### src/rtl/tcof_pkg.sv
// Package for the text cat output formatter: payload and command types,
// configuration register codes, sequencer phases and character constants.
// Depends on nothing; each rtl file but tcof_queue uses it by scoped names.
`default_nettype none

package tcof_pkg;

  localparam int NUMBER_DIGITS_DEF = 6;
  localparam int QUEUE_DEPTH_DEF   = 2;
  localparam int CFG_INDEX_W       = 3;
  localparam int CFG_DATA_W        = 8;

  localparam logic [7:0] CH_TAB    = 8'd9;
  localparam logic [7:0] CH_NL     = 8'd10;
  localparam logic [7:0] CH_SPACE  = 8'd32;
  localparam logic [7:0] CH_DOLLAR = 8'd36;
  localparam logic [7:0] CH_ZERO   = 8'd48;
  localparam logic [7:0] CH_QUEST  = 8'd63;
  localparam logic [7:0] CH_CAP_I  = 8'd73;
  localparam logic [7:0] CH_CARET  = 8'd94;
  localparam logic [7:0] CH_DEL    = 8'd127;
  localparam logic [7:0] CH_CTRL_MAX   = 8'd31;
  localparam logic [7:0] CARET_OFFSET  = 8'd64;

  typedef enum logic [CFG_INDEX_W-1:0] {
    CFG_NUMBER_ALL       = 3'd0,
    CFG_NUMBER_NONBLANK  = 3'd1,
    CFG_SQUEEZE_BLANK    = 3'd2,
    CFG_SHOW_ENDS        = 3'd3,
    CFG_SHOW_NONPRINTING = 3'd4,
    CFG_SHOW_TABS        = 3'd5
  } cfg_index_e;

  typedef struct packed {
    logic number_all;
    logic number_nonblank;
    logic squeeze_blank;
    logic show_ends;
    logic show_nonprinting;
    logic show_tabs;
  } cfg_t;

  typedef struct packed {
    logic [7:0] in_byte;
    logic       file_start;
  } in_item_t;

  typedef struct packed {
    logic [7:0] out_byte;
    logic       last;
  } out_item_t;

  // Classified request as queued between the front and the back. The line
  // number digits travel next to it, since their count is a parameter.
  typedef struct packed {
    logic       num;
    logic       dollar;
    logic       caret;
    logic [7:0] chr;
  } cmd_t;

  typedef enum logic [2:0] {
    PH_DIGIT,
    PH_TAB,
    PH_DOLLAR,
    PH_CARET,
    PH_CHAR
  } phase_e;

endpackage

`default_nettype wire

### src/rtl/text_cat_output_formatter_core.sv
// Top level of the text cat output formatter: configuration registers, front
// end, decoupling queue and back end. Depends on tcof_pkg, tcof_front,
// tcof_queue and tcof_back.
//
// Usage. Raw text bytes enter through a queue-like port: a request is taken
// at a clock edge with push high and full low. Results leave through a second
// queue-like port: while empty is low, out_o holds the oldest output byte and
// it is taken at an edge with pop high. The last flag marks the final output
// byte that belongs to one input byte. A squeezed blank line yields nothing.
// Options are written through the cfg port (always ready) while the block is
// idle; the register index follows the option list, and bit 0 is the value.
// A request's first byte reaches out_o via the queue and then the back end's
// single output register, which also sets the throughput: one output byte per
// cycle while the receiver pops. A request that expands to k bytes (k up to
// NUMBER_DIGITS + 3) holds the back end until all k are out, so plain bytes
// flow at one per cycle while popped. The queue of QUEUE_DEPTH commands lets
// the front keep taking requests while the back drains an expansion, and full
// rises once it fills. A stalled receiver holds out_o; nothing is dropped.
// Reset clears all options, puts the line state at line start with no prior
// blank line, loads line number one, and empties the queue and the output.

`default_nettype none

module text_cat_output_formatter_core #(
  parameter int NUMBER_DIGITS = tcof_pkg::NUMBER_DIGITS_DEF,
  parameter int QUEUE_DEPTH   = tcof_pkg::QUEUE_DEPTH_DEF
) (
  input  wire                               clk_i,
  input  wire                               rst_ni,
  input  wire                               push,
  output logic                              full,
  input  tcof_pkg::in_item_t                in_i,
  output logic                              empty,
  input  wire                               pop,
  output tcof_pkg::out_item_t               out_o,
  input  wire                               cfg_valid_i,
  output logic                              cfg_ready_o,
  input  wire  [tcof_pkg::CFG_INDEX_W-1:0]  cfg_index_i,
  input  wire  [tcof_pkg::CFG_DATA_W-1:0]   cfg_data_i
);

  localparam int LN_W = NUMBER_DIGITS * 4;
  localparam int Q_W  = LN_W + $bits(tcof_pkg::cmd_t);

  tcof_pkg::cfg_t  cfg_q, cfg_d;
  tcof_pkg::cmd_t  front_cmd, head_cmd;
  logic [LN_W-1:0] front_digits, head_digits;
  logic            q_wr, q_full, q_rd, q_valid;
  logic [Q_W-1:0]  q_rdata;

  // Option registers. The port never stalls; unknown indexes are ignored.
  assign cfg_ready_o = 1'b1;

  always_comb begin
    cfg_d = cfg_q;
    if (cfg_valid_i) begin
      case (cfg_index_i)
        tcof_pkg::CFG_NUMBER_ALL:       cfg_d.number_all       = cfg_data_i[0];
        tcof_pkg::CFG_NUMBER_NONBLANK:  cfg_d.number_nonblank  = cfg_data_i[0];
        tcof_pkg::CFG_SQUEEZE_BLANK:    cfg_d.squeeze_blank    = cfg_data_i[0];
        tcof_pkg::CFG_SHOW_ENDS:        cfg_d.show_ends        = cfg_data_i[0];
        tcof_pkg::CFG_SHOW_NONPRINTING: cfg_d.show_nonprinting = cfg_data_i[0];
        tcof_pkg::CFG_SHOW_TABS:        cfg_d.show_tabs        = cfg_data_i[0];
        default: begin
        end
      endcase
    end
  end

  always_ff @(posedge clk_i or negedge rst_ni) begin
    if (!rst_ni) begin
      cfg_q <= '0;
    end else begin
      cfg_q <= cfg_d;
    end
  end

  // The front end classifies each byte and updates line state at acceptance.
  tcof_front #(
    .NUMBER_DIGITS(NUMBER_DIGITS)
  ) u_front (
    .clk_i   (clk_i),
    .rst_ni  (rst_ni),
    .cfg_i   (cfg_q),
    .push_i  (push),
    .full_i  (q_full),
    .item_i  (in_i),
    .wr_o    (q_wr),
    .cmd_o   (front_cmd),
    .digits_o(front_digits)
  );

  assign full = q_full;

  // The queue carries the command together with its line number snapshot.
  tcof_queue #(
    .WIDTH(Q_W),
    .DEPTH(QUEUE_DEPTH)
  ) u_queue (
    .clk_i  (clk_i),
    .rst_ni (rst_ni),
    .wr_i   (q_wr),
    .wdata_i({front_digits, front_cmd}),
    .full_o (q_full),
    .rd_i   (q_rd),
    .rdata_o(q_rdata),
    .valid_o(q_valid)
  );

  assign head_digits = q_rdata[Q_W-1 -: LN_W];
  assign head_cmd    = q_rdata[$bits(tcof_pkg::cmd_t)-1:0];

  // The back end expands the head command, one byte per cycle while popped.
  tcof_back #(
    .NUMBER_DIGITS(NUMBER_DIGITS)
  ) u_back (
    .clk_i   (clk_i),
    .rst_ni  (rst_ni),
    .valid_i (q_valid),
    .cmd_i   (head_cmd),
    .digits_i(head_digits),
    .rd_o    (q_rd),
    .pop_i   (pop),
    .empty_o (empty),
    .out_o   (out_o)
  );

`ifndef SYNTHESIS
  // A result can only appear when a command was waiting at the queue head.
  a_result_needs_cmd: assert property (@(posedge clk_i) disable iff (!rst_ni)
    $rose(!empty) |-> $past(q_valid))
    else $error("result appeared without a queued command");

  // A command leaves the queue only together with its final output byte.
  a_pop_on_last: assert property (@(posedge clk_i) disable iff (!rst_ni)
    q_rd |=> (!empty && out_o.last))
    else $error("command retired without a final byte");

  // While the receiver stalls a waiting result, the back end does not advance.
  a_stall_holds_back: assert property (@(posedge clk_i) disable iff (!rst_ni)
    (!empty && !pop) |-> !q_rd)
    else $error("back end advanced during an output stall");
`endif

endmodule

`default_nettype wire

### src/rtl/tcof_front.sv
// Front end of the formatter: accepts input requests, tracks line state and
// the BCD line counter, and queues one classified command per kept byte.
// Depends on tcof_pkg.
`default_nettype none

module tcof_front #(
  parameter int NUMBER_DIGITS = tcof_pkg::NUMBER_DIGITS_DEF
) (
  input  wire                        clk_i,
  input  wire                        rst_ni,
  input  tcof_pkg::cfg_t             cfg_i,
  input  wire                        push_i,
  input  wire                        full_i,
  input  tcof_pkg::in_item_t         item_i,
  output logic                       wr_o,
  output tcof_pkg::cmd_t             cmd_o,
  output logic [NUMBER_DIGITS*4-1:0] digits_o
);

  localparam int LN_W = NUMBER_DIGITS * 4;
  localparam logic [LN_W-1:0] LN_ONE = {{(LN_W-1){1'b0}}, 1'b1};

  logic            at_line_start_q, at_line_start_d;
  logic            prior_blank_q, prior_blank_d;
  logic [LN_W-1:0] line_number_q, line_number_d;

  logic            ls, pb, is_nl, squeeze, num, accept, is_ctrl;
  logic [LN_W-1:0] ln, ln_inc;
  logic [7:0]      c;
  logic [NUMBER_DIGITS:0] nines;

  assign c      = item_i.in_byte;
  assign accept = push_i && !full_i;
  assign ls     = item_i.file_start ? 1'b1 : at_line_start_q;
  assign pb     = item_i.file_start ? 1'b0 : prior_blank_q;
  assign ln     = item_i.file_start ? LN_ONE : line_number_q;
  assign is_nl  = (c == tcof_pkg::CH_NL);
  assign squeeze = is_nl && ls && pb && cfg_i.squeeze_blank;
  assign num    = ls && (cfg_i.number_nonblank ? !is_nl : cfg_i.number_all);

  // Decimal increment: a digit steps when every digit below it is a nine.
  // The all-nines value is kept as it is.
  always_comb begin
    nines[0] = 1'b1;
    ln_inc   = ln;
    for (int i = 0; i < NUMBER_DIGITS; i++) begin
      nines[i+1] = nines[i] && (ln[4*i +: 4] == 4'd9);
    end
    if (!nines[NUMBER_DIGITS]) begin
      for (int i = 0; i < NUMBER_DIGITS; i++) begin
        if (nines[i]) begin
          ln_inc[4*i +: 4] = (ln[4*i +: 4] == 4'd9) ? 4'd0 : ln[4*i +: 4] + 4'd1;
        end
      end
    end
  end

  assign is_ctrl = (c <= tcof_pkg::CH_CTRL_MAX) && (c != tcof_pkg::CH_TAB) && !is_nl;

  always_comb begin
    cmd_o.num    = num;
    cmd_o.dollar = cfg_i.show_ends && is_nl;
    cmd_o.caret  = 1'b0;
    cmd_o.chr    = c;
    if (cfg_i.show_tabs && (c == tcof_pkg::CH_TAB)) begin
      cmd_o.caret = 1'b1;
      cmd_o.chr   = tcof_pkg::CH_CAP_I;
    end else if (cfg_i.show_nonprinting && is_ctrl) begin
      cmd_o.caret = 1'b1;
      cmd_o.chr   = c + tcof_pkg::CARET_OFFSET;
    end else if (cfg_i.show_nonprinting && (c == tcof_pkg::CH_DEL)) begin
      cmd_o.caret = 1'b1;
      cmd_o.chr   = tcof_pkg::CH_QUEST;
    end
  end

  assign digits_o = ln;
  assign wr_o     = accept && !squeeze;

  always_comb begin
    at_line_start_d = at_line_start_q;
    prior_blank_d   = prior_blank_q;
    line_number_d   = line_number_q;
    if (accept) begin
      if (squeeze) begin
        at_line_start_d = ls;
        prior_blank_d   = pb;
        line_number_d   = ln;
      end else begin
        at_line_start_d = is_nl;
        prior_blank_d   = is_nl && ls;
        line_number_d   = num ? ln_inc : ln;
      end
    end
  end

  always_ff @(posedge clk_i or negedge rst_ni) begin
    if (!rst_ni) begin
      at_line_start_q <= 1'b1;
      prior_blank_q   <= 1'b0;
      line_number_q   <= LN_ONE;
    end else begin
      at_line_start_q <= at_line_start_d;
      prior_blank_q   <= prior_blank_d;
      line_number_q   <= line_number_d;
    end
  end

endmodule

`default_nettype wire

### src/rtl/tcof_queue.sv
// Short first-word-fall-through queue that decouples front and back.
// Depends on nothing but its parameters.
`default_nettype none

module tcof_queue #(
  parameter int WIDTH = 8,
  parameter int DEPTH = 2
) (
  input  wire              clk_i,
  input  wire              rst_ni,
  input  wire              wr_i,
  input  wire  [WIDTH-1:0] wdata_i,
  output logic             full_o,
  input  wire              rd_i,
  output logic [WIDTH-1:0] rdata_o,
  output logic             valid_o
);

  localparam int PTR_W = (DEPTH > 1) ? $clog2(DEPTH) : 1;
  localparam int CNT_W = $clog2(DEPTH + 1);
  localparam logic [CNT_W-1:0] CNT_FULL = CNT_W'(DEPTH);
  localparam logic [PTR_W-1:0] PTR_LAST = PTR_W'(DEPTH - 1);

  logic [WIDTH-1:0] mem_q [DEPTH];
  logic [PTR_W-1:0] wr_ptr_q, wr_ptr_d, rd_ptr_q, rd_ptr_d;
  logic [CNT_W-1:0] count_q, count_d;
  logic             do_wr, do_rd;

  assign full_o  = (count_q == CNT_FULL);
  assign valid_o = (count_q != '0);
  assign rdata_o = mem_q[rd_ptr_q];
  assign do_wr   = wr_i && !full_o;
  assign do_rd   = rd_i && valid_o;

  always_comb begin
    wr_ptr_d = wr_ptr_q;
    rd_ptr_d = rd_ptr_q;
    count_d  = count_q;
    if (do_wr) begin
      wr_ptr_d = (wr_ptr_q == PTR_LAST) ? '0 : wr_ptr_q + 1'b1;
    end
    if (do_rd) begin
      rd_ptr_d = (rd_ptr_q == PTR_LAST) ? '0 : rd_ptr_q + 1'b1;
    end
    if (do_wr && !do_rd) begin
      count_d = count_q + 1'b1;
    end else if (do_rd && !do_wr) begin
      count_d = count_q - 1'b1;
    end
  end

  always_ff @(posedge clk_i or negedge rst_ni) begin
    if (!rst_ni) begin
      wr_ptr_q <= '0;
      rd_ptr_q <= '0;
      count_q  <= '0;
    end else begin
      wr_ptr_q <= wr_ptr_d;
      rd_ptr_q <= rd_ptr_d;
      count_q  <= count_d;
    end
  end

  always_ff @(posedge clk_i) begin
    if (do_wr) begin
      mem_q[wr_ptr_q] <= wdata_i;
    end
  end

endmodule

`default_nettype wire

### src/rtl/tcof_back.sv
// Back end of the formatter: expands the queued head command into output
// bytes, one per cycle while popped, into a single output register.
// Depends on tcof_pkg.
`default_nettype none

module tcof_back #(
  parameter int NUMBER_DIGITS = tcof_pkg::NUMBER_DIGITS_DEF
) (
  input  wire                        clk_i,
  input  wire                        rst_ni,
  input  wire                        valid_i,
  input  tcof_pkg::cmd_t             cmd_i,
  input  wire  [NUMBER_DIGITS*4-1:0] digits_i,
  output logic                       rd_o,
  input  wire                        pop_i,
  output logic                       empty_o,
  output tcof_pkg::out_item_t        out_o
);

  localparam int DIG_W = (NUMBER_DIGITS > 1) ? $clog2(NUMBER_DIGITS) : 1;
  localparam logic [DIG_W-1:0] TOP_DIG = DIG_W'(NUMBER_DIGITS - 1);

  logic [NUMBER_DIGITS-1:0][3:0] digits;
  tcof_pkg::phase_e    phase_q, phase_d, phase, start_phase, after_tab, next_phase;
  logic                started_q, started_d, lead_q, lead_d, lead, lead_n;
  logic [DIG_W-1:0]    dig_q, dig_d, dig;
  logic [3:0]          d;
  logic                fire, is_last, out_valid_q, out_valid_d;
  logic [7:0]          byte_n;
  tcof_pkg::out_item_t out_q, out_d;

  assign digits  = digits_i;
  assign fire    = valid_i && (!out_valid_q || pop_i);
  assign phase   = started_q ? phase_q : start_phase;
  assign dig     = started_q ? dig_q : TOP_DIG;
  assign lead    = started_q ? lead_q : 1'b1;
  assign d       = (digits[dig] > 4'd9) ? 4'd9 : digits[dig];

  always_comb begin
    after_tab = cmd_i.dollar ? tcof_pkg::PH_DOLLAR :
                cmd_i.caret  ? tcof_pkg::PH_CARET  : tcof_pkg::PH_CHAR;
    start_phase = cmd_i.num ? tcof_pkg::PH_DIGIT : after_tab;
  end

  always_comb begin
    byte_n     = cmd_i.chr;
    is_last    = 1'b0;
    next_phase = tcof_pkg::PH_CHAR;
    lead_n     = lead;
    case (phase)
      tcof_pkg::PH_DIGIT: begin
        if (lead && (d == 4'd0) && (dig != '0)) begin
          byte_n = tcof_pkg::CH_SPACE;
        end else begin
          byte_n = tcof_pkg::CH_ZERO + {4'd0, d};
          lead_n = 1'b0;
        end
        next_phase = (dig != '0) ? tcof_pkg::PH_DIGIT : tcof_pkg::PH_TAB;
      end
      tcof_pkg::PH_TAB: begin
        byte_n     = tcof_pkg::CH_TAB;
        next_phase = after_tab;
      end
      tcof_pkg::PH_DOLLAR: begin
        byte_n     = tcof_pkg::CH_DOLLAR;
        next_phase = cmd_i.caret ? tcof_pkg::PH_CARET : tcof_pkg::PH_CHAR;
      end
      tcof_pkg::PH_CARET: begin
        byte_n     = tcof_pkg::CH_CARET;
        next_phase = tcof_pkg::PH_CHAR;
      end
      default: begin
        byte_n  = cmd_i.chr;
        is_last = 1'b1;
      end
    endcase
  end

  assign rd_o = fire && is_last;

  always_comb begin
    started_d   = started_q;
    phase_d     = phase_q;
    dig_d       = dig_q;
    lead_d      = lead_q;
    out_valid_d = out_valid_q;
    out_d       = out_q;
    if (fire) begin
      started_d      = !is_last;
      phase_d        = next_phase;
      dig_d          = dig - 1'b1;
      lead_d         = lead_n;
      out_valid_d    = 1'b1;
      out_d.out_byte = byte_n;
      out_d.last     = is_last;
    end else if (pop_i) begin
      out_valid_d = 1'b0;
    end
  end

  always_ff @(posedge clk_i or negedge rst_ni) begin
    if (!rst_ni) begin
      started_q   <= 1'b0;
      phase_q     <= tcof_pkg::PH_CHAR;
      dig_q       <= '0;
      lead_q      <= 1'b1;
      out_valid_q <= 1'b0;
    end else begin
      started_q   <= started_d;
      phase_q     <= phase_d;
      dig_q       <= dig_d;
      lead_q      <= lead_d;
      out_valid_q <= out_valid_d;
    end
  end

  always_ff @(posedge clk_i) begin
    out_q <= out_d;
  end

  assign empty_o = !out_valid_q;
  assign out_o   = out_q;

endmodule

`default_nettype wire
### config.mk
export PLATFORM = sky130hd
export DESIGN_NAME = text_cat_output_formatter_core
export DESIGN_NICKNAME = d
export VERILOG_FILES = /design/src/rtl/tcof_pkg.sv /design/src/rtl/text_cat_output_formatter_core.sv /design/src/rtl/tcof_front.sv /design/src/rtl/tcof_queue.sv /design/src/rtl/tcof_back.sv
export SDC_FILE = /design/constraint.sdc
export NUM_CORES = 1
export LEC_CHECK = 0
export ABC_AREA = 1
export ABC_CLOCK_PERIOD_IN_PS = 2870
export BUFFER_PORTS_ARGS = -buffer_cell sky130_fd_sc_hd__buf_2
export CELL_PAD_IN_SITES_DETAIL_PLACEMENT = 1
export CELL_PAD_IN_SITES_GLOBAL_PLACEMENT = 1
export CORE_AREA = 3 3 127 129
export CTS_CLUSTER_DIAMETER = 100
export DETAILED_ROUTE_END_ITERATION = 6
export DIE_AREA = 0 0 130 132
export PLACE_DENSITY = 0.86
export SYNTH_ARGS = -nofsm -noshare
export SYNTH_HDL_FRONTEND = slang
export SYNTH_SLANG_ARGS = --single-unit
export TNS_END_PERCENT = 50
### constraint.sdc
create_clock -name clk_i -period 2.87 [get_ports clk_i]
set_input_delay 0.287 -clock clk_i [delete_from_list [all_inputs] [get_ports clk_i]]
set_output_delay 0.287 -clock clk_i [all_outputs]
set_load 0.01 [all_outputs]
==> results.toml <==
[run]
maxCapViolCount = 0

[setup_path]
worstPathMaxFanout = 16
cp-end-kind = "flop"
crit_chain = "buf_4 > inv_1 > nand2_1 > nand2_1 > inv_1 > nand2_1 > o21ai_2 > inv_2 > nor2_2 > inv_1 > ha_1 > a21oi_1 > o21ai_0 > xor2_1"
cp.arrival_ps = 2900
path_class = "flop to flop"
cpPeakStageDelay_ps = 370
r2r_start = "u_queue.rd_ptr_q"
startpoint = "u_queue.rd_ptr_q"
required_ps = 3170
timing.critical_path.slowest_stage_cell = "dfrtp_1"
worst_setup_path_start_kind = "flop"
path_buf_inv = 5
critical-path-top-delay-family = "buffers and inverters"

[logic_synthesis]
synth.top_cell.area_share = 0.374
yosys_warnings = 0
syn_area_sq_um = 6340
synth.area.top_cells = "edfxtp_1 (37%), dfrtp_1 (16%), nand2_1 (11%)"
netlist_instances = 726
synth.largest_area_cell = "edfxtp_1"
synth_fp_nets = 757
synth_edf_count = 79
synthTopCellsByCount = "nand2_1 (180), nor2_1 (99), edfxtp_1 (79)"
avgSynthCellArea_sq_um = 8.73
yosys_most_used_dff = "edfxtp_1"
async_flop_share = 0.363
synth_cell_type_count = 42
synth_seq_cells = 124
yosysSeqAreaShare = 0.553
synth_most_common_cell = "nand2_1"

[route]
drt_iter0_drc = 372
vias_per_cell = 5.42
wl_per_cell_um = 17.8
vias = 5240
drt-total-wl_um = 17200
drc = 0
first_pass_iters = 5
ant_nets = 0

[grt]
grt_pass1_vias = 5662
grt_max_degree = 46
grt_pass1_wl_um = 28400
grt_use_total = 0.214
antenna_found_initial = 0
grt_overflow = 0

[clock_network]
cts_buffers = 17
clkTransAtPathRegs_ps = 50
cts_tree = "yes"
clockBufferDepth = 2
cts.sinks = 124
worstSkewPairLatency_ps = 430
cts_setup_buffers = 0
htreeDepth = 4
root_buffer = "clkbuf_16"

[sta]
max_freq_mhz = 384
tightest_slew_ps = 898
hold_violations = 0
slew_viol_final = 0
rsz0062_at_grt = "no"
relSlewSlack = 0.401
worst_slack_ps = 266
finClkSkew_ps = 8.07
finalSetupViolCount = 0
period_needed_ps = 2600
timing.final.crit_share = 0.907

[cells_and_area]
layout.cells.non_filler = 966
area_delta_synth_final_pct = 16.2
antenna-diode-count = 0
fillers = 1779
drive_above_1_share = 0.149
nets = 796

[floorplan]
core_sq_um = 15100
ioPinCount = 37
die-area_sq_um = 17200
rows = 45
die-height_um = 132
initial_core_util = 0.419
die_w_um = 130

[status]
outcome = "completed"

[pwr]
ir_drop_mv = 0.455
power_leakage_nw = 3.12
report.power.total_mw = 7.50
p_per_area_nw_per_um2 = 1020

[placement]
dpl_worst_slack_ps = 41.9
port_buffers = 28
hpwl_um = 11600
gp_congestion = 0.844
dp.cells = 933

[min_path]
hp-start = "in_i[2]"
hp-class = "input port to flop"
-- state kept, by name (all words and copies together) (netlist names), 2 cells and up --
register and cells:
u_queue.mem_q 70, u_front.line_number_q 24, u_back.out_o 9, cfg_q 6
u_back.dig_q 3, u_back.phase_q 3, u_queue.count_q 2
-- worst reg2reg max path: cells and delay by family, from the launching register on --
family,cells,cell delay [ps]
buffers and inverters,5,720
and+or+nand+nor,4,510
AOI/OAI and AO/OA,3,390
DFF,1,370
adders and majority gates,1,330
xor gates and xnor gates,1,160
-- cells in the final DEF (no fill, tap or decap), types with 6 or more instances in the layout --
cell type and n:
inv_1 77, nand3_1 42, dfrtp_1 41, nand2_1 180, ha_1 6, clkbuf_16 17, xor2_1 7, a21oi_1 25
nand3_2 6, edfxtp_1 79, nor2_1 96, nand4_1 6, buf_4 16, o22ai_1 6, o21ai_0 59, o211ai_1 6
buf_2 28, nor2_2 10
-- cell families (layout without fill, tap and decap cells) --
| kind of cell | count (synthesis) | after routing | synth area share |
|---|---|---|---|
| AND/OR/NAND/NOR | 361 | 361 | 0.250 |
| flip-flops | 124 | 124 | 0.553 |
| AO/OA/AOI/OAI | 114 | 114 | 0.0981 |
| buffers and inverters | 108 | 160 | 0.0703 |
| XOR/XNOR | 10 | 10 | 0.0138 |
| adder cells (fa/ha/maj) | 6 | 6 | 0.0118 |
| multiplexers | 2 | 2 | 0.00316 |
| other | 1 | 1 | 0.000592 |
-- final cells by class --
type / instances / area (sq um) / area share
multi-input combinational: 494 / 2400 / 0.326
tap: 188 / 235 / 0.0319
sequential: 124 / 3500 / 0.476
clock inverter: 10 / 163 / 0.0221
inverter: 83 / 319 / 0.0433
timing repair buffer: 45 / 270 / 0.0367
clock buffer: 22 / 474 / 0.0644
-- per-layer routing --
metal / wire, um / global-route usage / vias up
met3: 752 / 0.0519 / 51
met5: 0 / 0 / -
met1: 6990 / 0.254 / 2584
li1: - / - / 2469
met4: 618 / 0.0976 / 0
met2: 8840 / 0.363 / 136
-- worst paths after layout --
path | endpoint | slack, ps | cells after the start
max | u_queue.count_q[1] | 270 | 14
min | u_queue.mem_q[0][1] | 90 | 1
max reg2reg | u_queue.count_q[1] | 270 | 14
min reg2reg | u_back.lead_q | 480 | 2
max in group asynchronous | u_back.dig_q[2] | 1900 | 3
min in group asynchronous | u_front.line_number_q[15] | 520 | 3
-- report_power, final --
group / total (mW) / internal [mW] / switching [mW]
Sequential: 2.68 / 2.49 / 0.188
Combinational: 2.51 / 0.749 / 1.76
Clock: 2.31 / 1.52 / 0.793
-- what timing repair did --
item | 4_1_cts | 5_1_grt
hold buffers | 1 | 0
endpoints found under the hold margin | 14 | 0
resized for setup | 0 | 1
endpoints found under the setup margin | 0 | 1
-- stage by stage --
stage	utilization	hold slack (ps)	area (sq um)	setup TNS [ps]
3_3_place_gp	0.443	450	6720	0
3_5_place_dp	0.443	449	6720	0
5_1_grt	0.486	97.7	7370	0
4_1_cts	0.486	73.0	7360	0
6_report	0.486	92.8	7370	0
2_1_floorplan	-	-8.59	6340	-3570
Power figures use the tool's default switching activity.
